<file path="src/rtl/core/bfa_pkg.sv">
// bfa_pkg: shared types and codes of the bitmap frame allocator
// no dependencies; used by the interfaces, bfa_ctrl and bitmap_frame_allocator
package bfa_pkg;

   localparam int FRAME_W = 16;
   localparam int COUNT_W = 17;

   typedef enum logic [0:0] {
      KIND_ALLOC = 1'b0,
      KIND_FREE  = 1'b1
   } kind_type;

   typedef enum logic [2:0] {
      ST_ALLOCATED = 3'd0,
      ST_HELD      = 3'd1,
      ST_FREED     = 3'd2,
      ST_NOTHING   = 3'd3,
      ST_EXHAUSTED = 3'd4
   } status_type;

   typedef enum logic [2:0] {
      S_CLEAR,
      S_IDLE,
      S_FREE_RD,
      S_FREE_WR,
      S_SCAN,
      S_DONE
   } fsm_state_type;

   typedef struct packed {
      logic [FRAME_W-1:0] frame_index;
      logic               present_flag;
      logic               writable_flag;
      logic               user_flag;
      status_type         status;
   } result_type;

endpackage

</file>
<file path="src/rtl/core/bfa_req_if.sv">
// bfa_req_if: request channel (valid/ready plus allocate/free payload)
// depends on bfa_pkg
interface bfa_req_if
   import bfa_pkg::*;
();
   logic               valid;
   logic               ready;
   logic               kind;
   logic [FRAME_W-1:0] current_frame;
   logic               kernel_only;
   logic               map_writable;

   modport source (output valid, kind, current_frame, kernel_only, map_writable, input ready);
   modport sink   (input valid, kind, current_frame, kernel_only, map_writable, output ready);
endinterface

</file>
<file path="src/rtl/core/bfa_rsp_if.sv">
// bfa_rsp_if: response channel (valid/ready plus allocation result)
// depends on bfa_pkg
interface bfa_rsp_if
   import bfa_pkg::*;
();
   logic               valid;
   logic               ready;
   logic [FRAME_W-1:0] frame_index;
   logic               present_flag;
   logic               writable_flag;
   logic               user_flag;
   status_type         status;

   modport source (output valid, frame_index, present_flag, writable_flag, user_flag, status,
                   input ready);
   modport sink   (input valid, frame_index, present_flag, writable_flag, user_flag, status,
                   output ready);
endinterface

</file>
<file path="src/rtl/core/bfa_ctrl.sv">
// bfa_ctrl: sequencer for clear pass, first-fit word scan and free read-modify-write
// depends on bfa_pkg, bfa_req_if, bfa_rsp_if; drives bfa_bitmap_ram ports
module bfa_ctrl
   import bfa_pkg::*;
#(
   parameter int MAX_FRAMES = 65536,
   parameter int WORD_BITS  = 32,
   parameter int WORD_COUNT = 2048,
   parameter int AW         = 11,
   parameter int WCW        = 12,
   parameter int OFS        = 5
) (
   input  logic                 clock,
   input  logic                 reset,
   bfa_req_if.sink              req_bus,
   bfa_rsp_if.source            rsp_bus,
   input  logic [WCW-1:0]       scan_words,
   output logic                 mem_wr_en,
   output logic [AW-1:0]        mem_wr_addr,
   output logic [WORD_BITS-1:0] mem_wr_data,
   output logic                 mem_rd_en,
   output logic [AW-1:0]        mem_rd_addr,
   input  logic [WORD_BITS-1:0] mem_rd_data
);

   localparam logic [WORD_BITS-1:0] FULL_WORD = {WORD_BITS{1'b1}};

   function automatic logic [OFS-1:0] low_zero(input logic [WORD_BITS-1:0] w);
      logic [OFS-1:0] pos;
      pos = '0;
      for (int j = WORD_BITS - 1; j >= 0; j--) begin
         if (!w[j]) begin
            pos = OFS'(j);
         end
      end
      return pos;
   endfunction

   fsm_state_type state_ff, state_in;

   logic [AW-1:0]      clr_ff, clr_in;
   logic [WCW-1:0]     issue_ff, issue_in;
   logic               chk_valid_ff, chk_valid_in;
   logic [AW-1:0]      chk_idx_ff, chk_idx_in;
   logic [FRAME_W-1:0] cur_ff, cur_in;
   logic               kern_ff, kern_in;
   logic               wr_ff, wr_in;
   result_type         res_ff, res_in;
   result_type         out_ff, out_in;
   logic               out_valid_ff, out_valid_in;

   logic               req_fire;
   logic               out_free;
   logic               clr_last;
   logic               scan_more;
   logic               scan_hit;
   logic               free_range;
   logic [OFS-1:0]     hit_pos;
   logic [AW+OFS-1:0]  hit_frame;

   assign req_fire   = req_bus.valid && req_bus.ready;
   assign out_free   = !out_valid_ff || rsp_bus.ready;
   assign clr_last   = (clr_ff == AW'(WORD_COUNT - 1));
   assign scan_more  = (issue_ff < scan_words);
   assign scan_hit   = chk_valid_ff && (mem_rd_data != FULL_WORD);
   assign free_range = (32'(req_bus.current_frame) < 32'(MAX_FRAMES));
   assign hit_pos    = low_zero(mem_rd_data);
   assign hit_frame  = {chk_idx_ff, hit_pos};

   assign req_bus.ready = (state_ff == S_IDLE);

   // next state
   always_comb begin
      state_in = state_ff;
      case (state_ff)
         S_CLEAR: begin
            if (clr_last) state_in = S_IDLE;
         end
         S_IDLE: begin
            if (req_fire) begin
               if (kind_type'(req_bus.kind) == KIND_ALLOC) begin
                  state_in = (req_bus.current_frame != '0) ? S_DONE : S_SCAN;
               end else begin
                  state_in = (req_bus.current_frame != '0 && free_range) ? S_FREE_RD : S_DONE;
               end
            end
         end
         S_FREE_RD: state_in = S_FREE_WR;
         S_FREE_WR: state_in = S_DONE;
         S_SCAN: begin
            if (scan_hit || (!chk_valid_ff && !scan_more)) state_in = S_DONE;
         end
         S_DONE: begin
            if (out_free) state_in = S_IDLE;
         end
         default: state_in = S_IDLE;
      endcase
   end

   // datapath and memory controls
   always_comb begin
      clr_in       = clr_ff;
      issue_in     = issue_ff;
      chk_idx_in   = issue_ff[AW-1:0];
      chk_valid_in = 1'b0;
      cur_in       = cur_ff;
      kern_in      = kern_ff;
      wr_in        = wr_ff;
      res_in       = res_ff;
      out_in       = out_ff;
      out_valid_in = out_valid_ff && !rsp_bus.ready;
      mem_wr_en    = 1'b0;
      mem_wr_addr  = chk_idx_ff;
      mem_wr_data  = mem_rd_data | (WORD_BITS'(1) << hit_pos);
      mem_rd_en    = 1'b0;
      mem_rd_addr  = issue_ff[AW-1:0];

      case (state_ff)
         S_CLEAR: begin
            mem_wr_en   = 1'b1;
            mem_wr_addr = clr_ff;
            mem_wr_data = '0;
            clr_in      = clr_ff + AW'(1);
         end
         S_IDLE: begin
            issue_in = '0;
            if (req_fire) begin
               cur_in  = req_bus.current_frame;
               kern_in = req_bus.kernel_only;
               wr_in   = req_bus.map_writable;
               res_in  = '{frame_index: '0, present_flag: 1'b0, writable_flag: 1'b0,
                           user_flag: 1'b0, status: ST_FREED};
               if (kind_type'(req_bus.kind) == KIND_ALLOC) begin
                  res_in.frame_index = req_bus.current_frame;
                  res_in.status      = ST_HELD;
               end else if (req_bus.current_frame == '0) begin
                  res_in.status = ST_NOTHING;
               end
            end
         end
         S_FREE_RD: begin
            mem_rd_en   = 1'b1;
            mem_rd_addr = AW'(cur_ff >> OFS);
         end
         S_FREE_WR: begin
            mem_wr_en   = 1'b1;
            mem_wr_addr = AW'(cur_ff >> OFS);
            mem_wr_data = mem_rd_data & ~(WORD_BITS'(1) << cur_ff[OFS-1:0]);
         end
         S_SCAN: begin
            if (scan_hit) begin
               mem_wr_en = 1'b1;
               res_in    = '{frame_index: FRAME_W'(hit_frame), present_flag: 1'b1,
                             writable_flag: wr_ff, user_flag: !kern_ff,
                             status: ST_ALLOCATED};
            end else begin
               if (!chk_valid_ff && !scan_more) begin
                  res_in = '{frame_index: '0, present_flag: 1'b0, writable_flag: 1'b0,
                             user_flag: 1'b0, status: ST_EXHAUSTED};
               end
               if (scan_more) begin
                  mem_rd_en    = 1'b1;
                  chk_valid_in = 1'b1;
                  issue_in     = issue_ff + WCW'(1);
               end
            end
         end
         S_DONE: begin
            if (out_free) begin
               out_in       = res_ff;
               out_valid_in = 1'b1;
            end
         end
         default: ;
      endcase
   end

   always_ff @(posedge clock) begin
      if (reset) begin
         state_ff     <= S_CLEAR;
         clr_ff       <= '0;
         issue_ff     <= '0;
         chk_valid_ff <= 1'b0;
         out_valid_ff <= 1'b0;
      end else begin
         state_ff     <= state_in;
         clr_ff       <= clr_in;
         issue_ff     <= issue_in;
         chk_valid_ff <= chk_valid_in;
         out_valid_ff <= out_valid_in;
      end
   end

   always_ff @(posedge clock) begin
      chk_idx_ff <= chk_idx_in;
      cur_ff     <= cur_in;
      kern_ff    <= kern_in;
      wr_ff      <= wr_in;
      res_ff     <= res_in;
      out_ff     <= out_in;
   end

   assign rsp_bus.valid         = out_valid_ff;
   assign rsp_bus.frame_index   = out_ff.frame_index;
   assign rsp_bus.present_flag  = out_ff.present_flag;
   assign rsp_bus.writable_flag = out_ff.writable_flag;
   assign rsp_bus.user_flag     = out_ff.user_flag;
   assign rsp_bus.status        = out_ff.status;

endmodule

</file>
<file path="src/flat_wrapper.sv">
// flat-port wrapper written by rule: the top's interface ports become plain ports
module bfa_ctrl_flat import bfa_pkg::*;
#(
   parameter int MAX_FRAMES = 65536,
   parameter int WORD_BITS  = 32,
   parameter int WORD_COUNT = 2048,
   parameter int AW         = 11,
   parameter int WCW        = 12,
   parameter int OFS        = 5
)
  (clock, reset, scan_words, mem_wr_en, mem_wr_addr, mem_wr_data, mem_rd_en, mem_rd_addr, mem_rd_data, req_bus_valid, req_bus_kind, req_bus_current_frame, req_bus_kernel_only, req_bus_map_writable, req_bus_ready, rsp_bus_valid, rsp_bus_frame_index, rsp_bus_present_flag, rsp_bus_writable_flag, rsp_bus_user_flag, rsp_bus_status, rsp_bus_ready);
  bfa_req_if req_bus_i ();
  bfa_rsp_if rsp_bus_i ();
  input  logic clock;
  input  logic reset;
  input  logic [WCW-1:0] scan_words;
  output logic mem_wr_en;
  output logic [AW-1:0] mem_wr_addr;
  output logic [WORD_BITS-1:0] mem_wr_data;
  output logic mem_rd_en;
  output logic [AW-1:0] mem_rd_addr;
  input  logic [WORD_BITS-1:0] mem_rd_data;
  input wire logic [$bits(req_bus_i.valid)-1:0] req_bus_valid;
  input wire logic [$bits(req_bus_i.kind)-1:0] req_bus_kind;
  input wire logic [$bits(req_bus_i.current_frame)-1:0] req_bus_current_frame;
  input wire logic [$bits(req_bus_i.kernel_only)-1:0] req_bus_kernel_only;
  input wire logic [$bits(req_bus_i.map_writable)-1:0] req_bus_map_writable;
  output wire logic [$bits(req_bus_i.ready)-1:0] req_bus_ready;
  output wire logic [$bits(rsp_bus_i.valid)-1:0] rsp_bus_valid;
  output wire logic [$bits(rsp_bus_i.frame_index)-1:0] rsp_bus_frame_index;
  output wire logic [$bits(rsp_bus_i.present_flag)-1:0] rsp_bus_present_flag;
  output wire logic [$bits(rsp_bus_i.writable_flag)-1:0] rsp_bus_writable_flag;
  output wire logic [$bits(rsp_bus_i.user_flag)-1:0] rsp_bus_user_flag;
  output wire logic [$bits(rsp_bus_i.status)-1:0] rsp_bus_status;
  input wire logic [$bits(rsp_bus_i.ready)-1:0] rsp_bus_ready;
  assign req_bus_i.valid = req_bus_valid;
  assign req_bus_i.kind = req_bus_kind;
  assign req_bus_i.current_frame = req_bus_current_frame;
  assign req_bus_i.kernel_only = req_bus_kernel_only;
  assign req_bus_i.map_writable = req_bus_map_writable;
  assign req_bus_ready = req_bus_i.ready;
  assign rsp_bus_valid = rsp_bus_i.valid;
  assign rsp_bus_frame_index = rsp_bus_i.frame_index;
  assign rsp_bus_present_flag = rsp_bus_i.present_flag;
  assign rsp_bus_writable_flag = rsp_bus_i.writable_flag;
  assign rsp_bus_user_flag = rsp_bus_i.user_flag;
  assign rsp_bus_status = rsp_bus_i.status;
  assign rsp_bus_i.ready = rsp_bus_ready;
  bfa_ctrl #(.MAX_FRAMES(MAX_FRAMES), .WORD_BITS(WORD_BITS), .WORD_COUNT(WORD_COUNT), .AW(AW), .WCW(WCW), .OFS(OFS)) u_core (.clock(clock), .reset(reset), .req_bus(req_bus_i), .rsp_bus(rsp_bus_i), .scan_words(scan_words), .mem_wr_en(mem_wr_en), .mem_wr_addr(mem_wr_addr), .mem_wr_data(mem_wr_data), .mem_rd_en(mem_rd_en), .mem_rd_addr(mem_rd_addr), .mem_rd_data(mem_rd_data));
endmodule
</file>
<file path="config.mk">
export PLATFORM = sky130hd
export DESIGN_NAME = bfa_ctrl_flat
export DESIGN_NICKNAME = d
export VERILOG_FILES = /design/src/rtl/core/bfa_pkg.sv /design/src/rtl/core/bfa_req_if.sv /design/src/rtl/core/bfa_rsp_if.sv /design/src/rtl/core/bfa_ctrl.sv /design/src/flat_wrapper.sv
export SDC_FILE = /design/constraint.sdc
export NUM_CORES = 1
export LEC_CHECK = 0
export ABC_AREA = 1
export ABC_CLOCK_PERIOD_IN_PS = 3900
export CORE_ASPECT_RATIO = 1.5
export CORE_MARGIN = 2
export CORE_UTILIZATION = 50
export DETAILED_ROUTE_END_ITERATION = 6
export DONT_BUFFER_PORTS = 1
export HOLD_SLACK_MARGIN = 0.08
export PLACE_DENSITY_LB_ADDON = 0.08
export SLEW_MARGIN = 20
export SYNTH_ARGS = -nofsm -noshare
export SYNTH_HDL_FRONTEND = slang
export SYNTH_SLANG_ARGS = --single-unit
</file>
<file path="constraint.sdc">
create_clock -name clock -period 3.9 [get_ports clock]
set_input_delay 0.78 -clock clock [delete_from_list [all_inputs] [get_ports clock]]
set_output_delay 0.78 -clock clock [all_outputs]
set_load 0.02 [all_outputs]
</file>
==> impl_results.md, run 1 <==
- Setup_tns: 0 ns
- Wire length per cell: 21.4 um
- Sw power: 1150 uW
- Power density over the cells: 499 mW/mm2
- Htree depth: 3
- Root Driver: clkbuf_16
- Power share of the combinational group: 0.277
- Reg clk slew, reported paths: 0.07 ns
- Total global routing overflow: 0
- Clock sink count: 101
- Register area share after synthesis: 0.471
- Layout Utilization: 0.571
- Startpoint Class: input pin
- Design Area, Final: 0.00627 mm2
- # port buffers: 0
- First-pass GRT wire length: 28000 um
- Crit-path max cell delay: 0.21 ns
- Worst flop-to-flop path startpoint: u_core.issue_ff[1]$_SDFFE_PP0P_
- Arr. time, crit path: 2.99 ns
- Critical path's top delay family: simple AND/OR/NAND/NOR gates
- ANT nets after route: 0
- Post-DP HPWL: 14300 um
- Max Clk Rate: 265 MHz
- Worst-margin pin slew: 0.958 ns
- Die Ht: 134 um
- Fill cell count: 1048
- Gr usage total: 0.301
- Internal power: 1980 uW
- Total die area: 0.0121 mm2
- Core area: 0.0110 mm2
- Synth unique cells: 39
- Critical-path top delay cell: nand4_1
- Pin count of the biggest net entering global routing: 42
- FF-to-FF setup slack: 0.54 ns
- Critical path capture point type: output port
- Vias in the first global route: 5017
- Initial core utilization: 0.511
- Hold Startpoint: u_core.issue_ff[0]$_SDFFE_PP0P_
- Worst endpoint required time: 3.12 ns
- CP bufs+invs: 1
- Clk Latency, worst-skew pair: 0.34 ns
- Max Cap Viol: 0
- CTS Hold Bufs: 0
- Hold Vio Cnt, Final: 0
- Final net count: 783
- Seq pwr share: 0.449
- Worst rel slew slack: 0.361
- Placer congestion estimate: 1.09
- Share of layout cells above drive strength 1: 0.130
- Crit-path most repeated cell: nand2_1
- Maximum vdd ir drop: 0.323 mV
- #FFs+latches synth: 101
- Row cnt: 47
- Drt pass-1 iters: 4
- Worst hold stages: 0
- Worst min-delay path class: reg2reg
- I/O pin total: 147
- R2r worst-path depth: 18
- Hold endpoint: u_core.chk_idx_ff[0]$_DFF_P_
- Vias per inst: 6.11
- Average cell area after synthesis: 8.14 um2
- CTS tree: built
- Antenna violations before repair: 0
- Post-layout min period: 3.77 ns
- Die Wd: 90.5 um
- Final Setup Violations: 0
- Status: finished clean
- Leakage power: 0.00234 uW
- ANT cells: 0
- Skew final: 0.00775 ns
- Clock tree buffer depth: 2
- Yosys warns: 0
- Clock Power Share: 0.273
- Worst r2r dst: u_core.issue_ff[11]$_SDFFE_PP0P_
- Slew Limit Fails: 0
- Via count: 5210
- DP Area: 0.00590 mm2
- Area added between synthesis and finish: 11.7%
- DRC violations left: 0
- Num CTS Buffers: 9
- Starting DRT DRC Count: 340
- Syn_nets: 772
- RSZ-0062 raised after global routing: yes
- Post-Syn Area: 0.00562 mm2
- Synth Instances: 690
- Period utilization: 0.966
- Drt total wl: 18300 um
- Sw frac: 0.367
- CP Class: in2out
- Worst Path Max Fanout: 5
stage by stage:
stage	hold WS [ns]	std cells	total power, uW	worst slack (ns)
after floorplan	0.367	690	2020	0.413
after global placement	0.379	836	2260	0.0779
after detailed placement	0.382	836	2270	0.103
after CTS	0.392	852	3120	0.0861
after global routing	0.405	853	3270	-0.191
final	0.389	853	3130	0.131
worst reg2reg max path: cells and delay by family (launching register included):
| family | cells | cell delay, ns |
|---|---|---|
| AO/OA/AOI/OAI | 8 | 1.26 |
| AND/OR/NAND/NOR | 8 | 1.12 |
| adder cells (fa/ha/maj) | 1 | 0.29 |
| flip-flops | 1 | 0.47 |
| buffers and inverters | 1 | 0.12 |
cells by family after synthesis:
family / synth area share
DFF: 0.471
adders and majority gates: 0.0334
AOI/OAI and AO/OA: 0.136
buffers and inverters: 0.0722
xor gates and xnor gates: 0.00156
and+or+nand+nor: 0.286
final cells by class:
class / count / area, um2 / share of cell area
Clock buffer: 9 / 225 / 0.0359
Inverter: 80 / 308 / 0.0491
Multi-Input combinational cell: 482 / 2650 / 0.422
Sequential cell: 101 / 2640 / 0.421
Timing Repair Buffer: 27 / 203 / 0.0323
Tap cell: 147 / 184 / 0.0293
Clock inverter: 7 / 67.6 / 0.0108
worst max-delay path by stage:
stage	from	end	slack, ns	depth (start not counted)
3_3_place_gp	mem_rd_data[31]	mem_wr_data[12]	0.08	36
6_report	mem_rd_data[31]	mem_wr_data[12]	0.13	36
5_1_grt	mem_rd_data[31]	mem_wr_data[24]	-0.19	36
3_5_place_dp	mem_rd_data[31]	mem_wr_data[12]	0.10	36
4_1_cts	mem_rd_data[31]	mem_wr_data[12]	0.09	36
2_1_floorplan	mem_rd_data[30]	mem_wr_data[23]	0.41	19
registers in the layout, indices dropped and copies added (netlist names), 3 cells and up:
register                    flops
u_core.chk_idx_ff              11
u_core.rsp_bus.frame_index     16
u_core.state_ff                 3
u_core.res_ff                  22
u_core.clr_ff                  11
u_core.cur_ff                  16
u_core.rsp_bus.status           3
u_core.issue_ff                12
what timing repair did:
item | 4_1_cts | 5_1_grt
setup buffers | 0 | 1
gates resized for setup | 0 | 26
endpoints found under the setup margin | 0 | 25
power groups by stage:
| stage | sequential [uW] | combinational, uW | clock, uW |
|---|---|---|---|
| floorplan | 1400 | 627 | 0 |
| global placement | 1420 | 836 | 0 |
| detailed placement | 1430 | 847 | 0 |
| CTS | 1400 | 847 | 873 |
| global route | 1420 | 940 | 914 |
| finish | 1410 | 868 | 855 |
Yosys cell counts, drive strengths merged:
cell     instances  area share
buf              4      0.0033
o211ai          12       0.016
edfxtp          62        0.33
nand4           38       0.042
ha              15       0.033
a32o             9       0.016
o21a             4      0.0053
o21ai           49       0.044
a211oi           4      0.0053
nor2            55       0.042
a211o            1      0.0016
o22ai            1      0.0011
xnor2            1      0.0016
nor3            17       0.018
nand3           70       0.066
a31oi           10       0.011
inv             78       0.052
a21oi           24       0.022
o221ai           1      0.0016
nand2          154        0.11
nor4             8       0.011
dfxtp           39        0.14
a2bb2oi          1      0.0016
clkinv           2      0.0013
o21bai           7      0.0094
clkbuf          23       0.015
o41ai            1      0.0016
routing by layer:
metal  vias up  share of wire  global-route usage
met2       312           0.52               0.545
met3        56          0.085              0.0680
met4         0          0.053               0.170
met1      2400           0.34               0.321
li1       2442              -                   -
met5         -              0                   0
cell usage in the layout, fill, tap and decap left out, types with 2 or more instances in the layout:
cell       count
nor4_2         2
o211ai_1      12
clkbuf_16      9
o21ai_1       22
clkinv_1       2
a211oi_1       4
o21a_1         4
nand2_1      132
nor3_1        13
o21bai_1       7
clkinv_4       3
a21oi_1       23
nand2_2       19
a32o_1         9
inv_2          5
o21ai_0       27
nand3_1       66
inv_1         72
nor2_1        45
nor2_4         4
nand4_1       38
nand2_4        3
ha_1          15
buf_4         27
a31oi_1       10
nor3_2         4
dfxtp_1       39
nand3_2        3
inv_8          2
nor4_1         6
nor2_2         6
edfxtp_1      62
(Power assumes the default switching activity.)
==> run 2, diff against run 1 <==
ABC_CLOCK_PERIOD_IN_PS = 4600   (was 3900)
clock period = 4.6 ns   (was 3.9 ns; I/O delays follow)
==> impl_results.md, run 2 (synthesized netlist as in run 1, its figures left out) <==
- Status: finished clean
- Reg clk slew, reported paths: 0.07 ns (about the same)
- Vias per inst: 6.05 (-0.96%)
- Pin count of the biggest net entering global routing: 42 (unchanged)
- Hold Vio Cnt, Final: 0 (unchanged)
- First-pass GRT wire length: 27200 um (-2.8%)
- Starting DRT DRC Count: 274 (-19%)
- Num CTS Buffers: 9 (unchanged)
- Post-CTS Setup Repair Bufs: 0 (unchanged)
- Setup_tns: 0 ns (unchanged)
- Crit. Startpoint: mem_rd_data[31]
- Crit-path most repeated cell: nand2_1
- Gr usage total: 0.293 (-0.00803)
- # port buffers: 0 (unchanged)
- Total global routing overflow: 0 (unchanged)
- CTS Hold Bufs: 0 (unchanged)
- Leakage power: 0.00226 uW (-3.3%)
- Antenna violations before repair: 1 (+1)
- Critical path's top delay family: simple AND/OR/NAND/NOR gates
- CTS tree: built
- Clock tree buffer depth: 2 (unchanged)
- Slew Limit Fails: 0 (unchanged)
- CP Class: in2out
- Drt total wl: 17800 um (-2.9%)
- Placer congestion estimate: 1.04 (-4.4%)
- Via count: 5069 (-2.7%)
- Post-CTS sizing: 0 (unchanged)
- Worst min-delay path class: reg2reg
- Post-layout min period: 4.05 ns
- Critical-path top delay cell: o21ai_1
- I/O pin total: 147 (unchanged)
- Arr. time, crit path: 3.13 ns (+0.14 ns)
- RSZ-0062 raised after global routing: no
- Final net count: 767 (-2.0%)
- Stages on the worst setup path: 33 (-8.3%)
- R2r worst-path depth: 18 (unchanged)
- Root Driver: clkbuf_16
- Die Ht: 134 um (unchanged)
- Power density over the cells: 430 mW/mm2 (-14%)
- Number of non-filler instances in the completed layout: 838 (-1.8%)
- Startpoint Class: input pin
- Die Wd: 90.5 um (unchanged)
- Area added between synthesis and finish: 8.42%
- Htree depth: 3 (unchanged)
- Crit-path max cell delay: 0.38 ns (+0.17 ns)
- Worst-margin pin slew: 0.792 ns (-0.166 ns)
- Worst flop-to-flop path startpoint: u_core.issue_ff[1]$_SDFFE_PP0P_
- Row cnt: 47 (unchanged)
- Worst hold stages: 0 (unchanged)
- Worst endpoint required time: 3.68 ns (+0.56 ns)
- Hold Startpoint: u_core.issue_ff[0]$_SDFFE_PP0P_
- Share of layout cells above drive strength 1: 0.0768 (-0.0535)
- Reg with most FFs: u_core.res_ff
- Initial core utilization: 0.511 (unchanged)
- Critical path capture point type: output port
- Most frequent cells in the layout: nand2_1, inv_1, nand3_1
- Skew final: 0.00677 ns (-0.000973 ns)
- Max Cap Viol: 0 (unchanged)
- CP bufs+invs: 1 (unchanged)
- Post-Place Cells: 821 (-1.8%)
- ANT nets after route: 0 (unchanged)
- DRC violations left: 0 (unchanged)
- Core area: 0.0110 mm2 (unchanged)
- Final Setup Violations: 0 (unchanged)
- Worst Path Max Fanout: 5 (unchanged)
- Most common cell after layout, fill and taps aside: nand2_1
- Clock sink count: 101 (unchanged)
- Clk Latency, worst-skew pair: 0.34 ns (about the same)
- Wire length per cell: 21.2 um (-1.1%)
- Max Clk Rate: 247 MHz
- Post-DP HPWL: 13800 um (-3.1%)
- Worst rel slew slack: 0.468 (+0.106)
- Vias in the first global route: 4960 (-1.1%)
- Total die area: 0.0121 mm2 (unchanged)
- Number of flip-flops in the largest register: 22 (unchanged)
- Period utilization: 0.881
- Drt pass-1 iters: 4 (unchanged)
- Maximum vdd ir drop: 0.278 mV (-14%)
run 2: changes by cell type in the layout (fill, tap and decap cells not counted), sizes merged:
cell / previous run / this run
buf: 27 / 11
clkbuf: 9 / 10
clkinv: 7 / 5
diode: 0 / 1
inv: 80 / 81
run 2: path summary, 6_finish.rpt:
| check | end | slack (ns) |
|---|---|---|
| max | mem_wr_data[7] | 0.55 |
| min | u_core.chk_idx_ff[0]$_DFF_P_ | 0.39 |
| max reg2reg | u_core.issue_ff[11]$_SDFFE_PP0P_ | 1.27 |
| min reg2reg | u_core.chk_idx_ff[0]$_DFF_P_ | 0.39 |
run 2: where the power goes:
group | internal, uW | switching [uW] | total [uW] | leakage, uW
clock network | 382 | 353 | 735 | 0.000142
logic | 144 | 548 | 692 | 0.00123
registers | 1120 | 69.5 | 1190 | 0.000882
total | 1650 | 971 | 2620 | 0.00226
run 2: per-stage QoR:
step	hold WS [ns]	setup slack (ns)	area, um2	power, uW	utilization
5_1_grt	0.397	0.193	6090	2730	0.554
3_3_place_gp	0.379	0.550	5790	1880	0.526
3_5_place_dp	0.378	0.567	5790	1900	0.526
2_1_floorplan	0.367	0.833	5620	1710	-
4_1_cts	0.389	0.555	6080	2630	0.553
6_report	0.388	0.549	6090	2620	0.554
run 2: metal layers:
layer  GRT usage  wire length (um)  vias up
li1            -                 -     2401
met1       0.303              5930     2363
met2       0.532              9280      253
met3      0.0831              1610       52
met4       0.157               939        0
met5           0                 0        -
run 2: final cells by class:
cell class | instances | area (um2)
clock inverters | 6 | 62.6
well taps | 147 | 184
diodes | 1 | 2.50
clock buffers | 10 | 229
inverters | 80 | 300
repair buffers | 11 | 82.6
multi-input cells | 482 | 2580
fillers | 1079 | 4910
flip-flops and latches | 101 | 2640
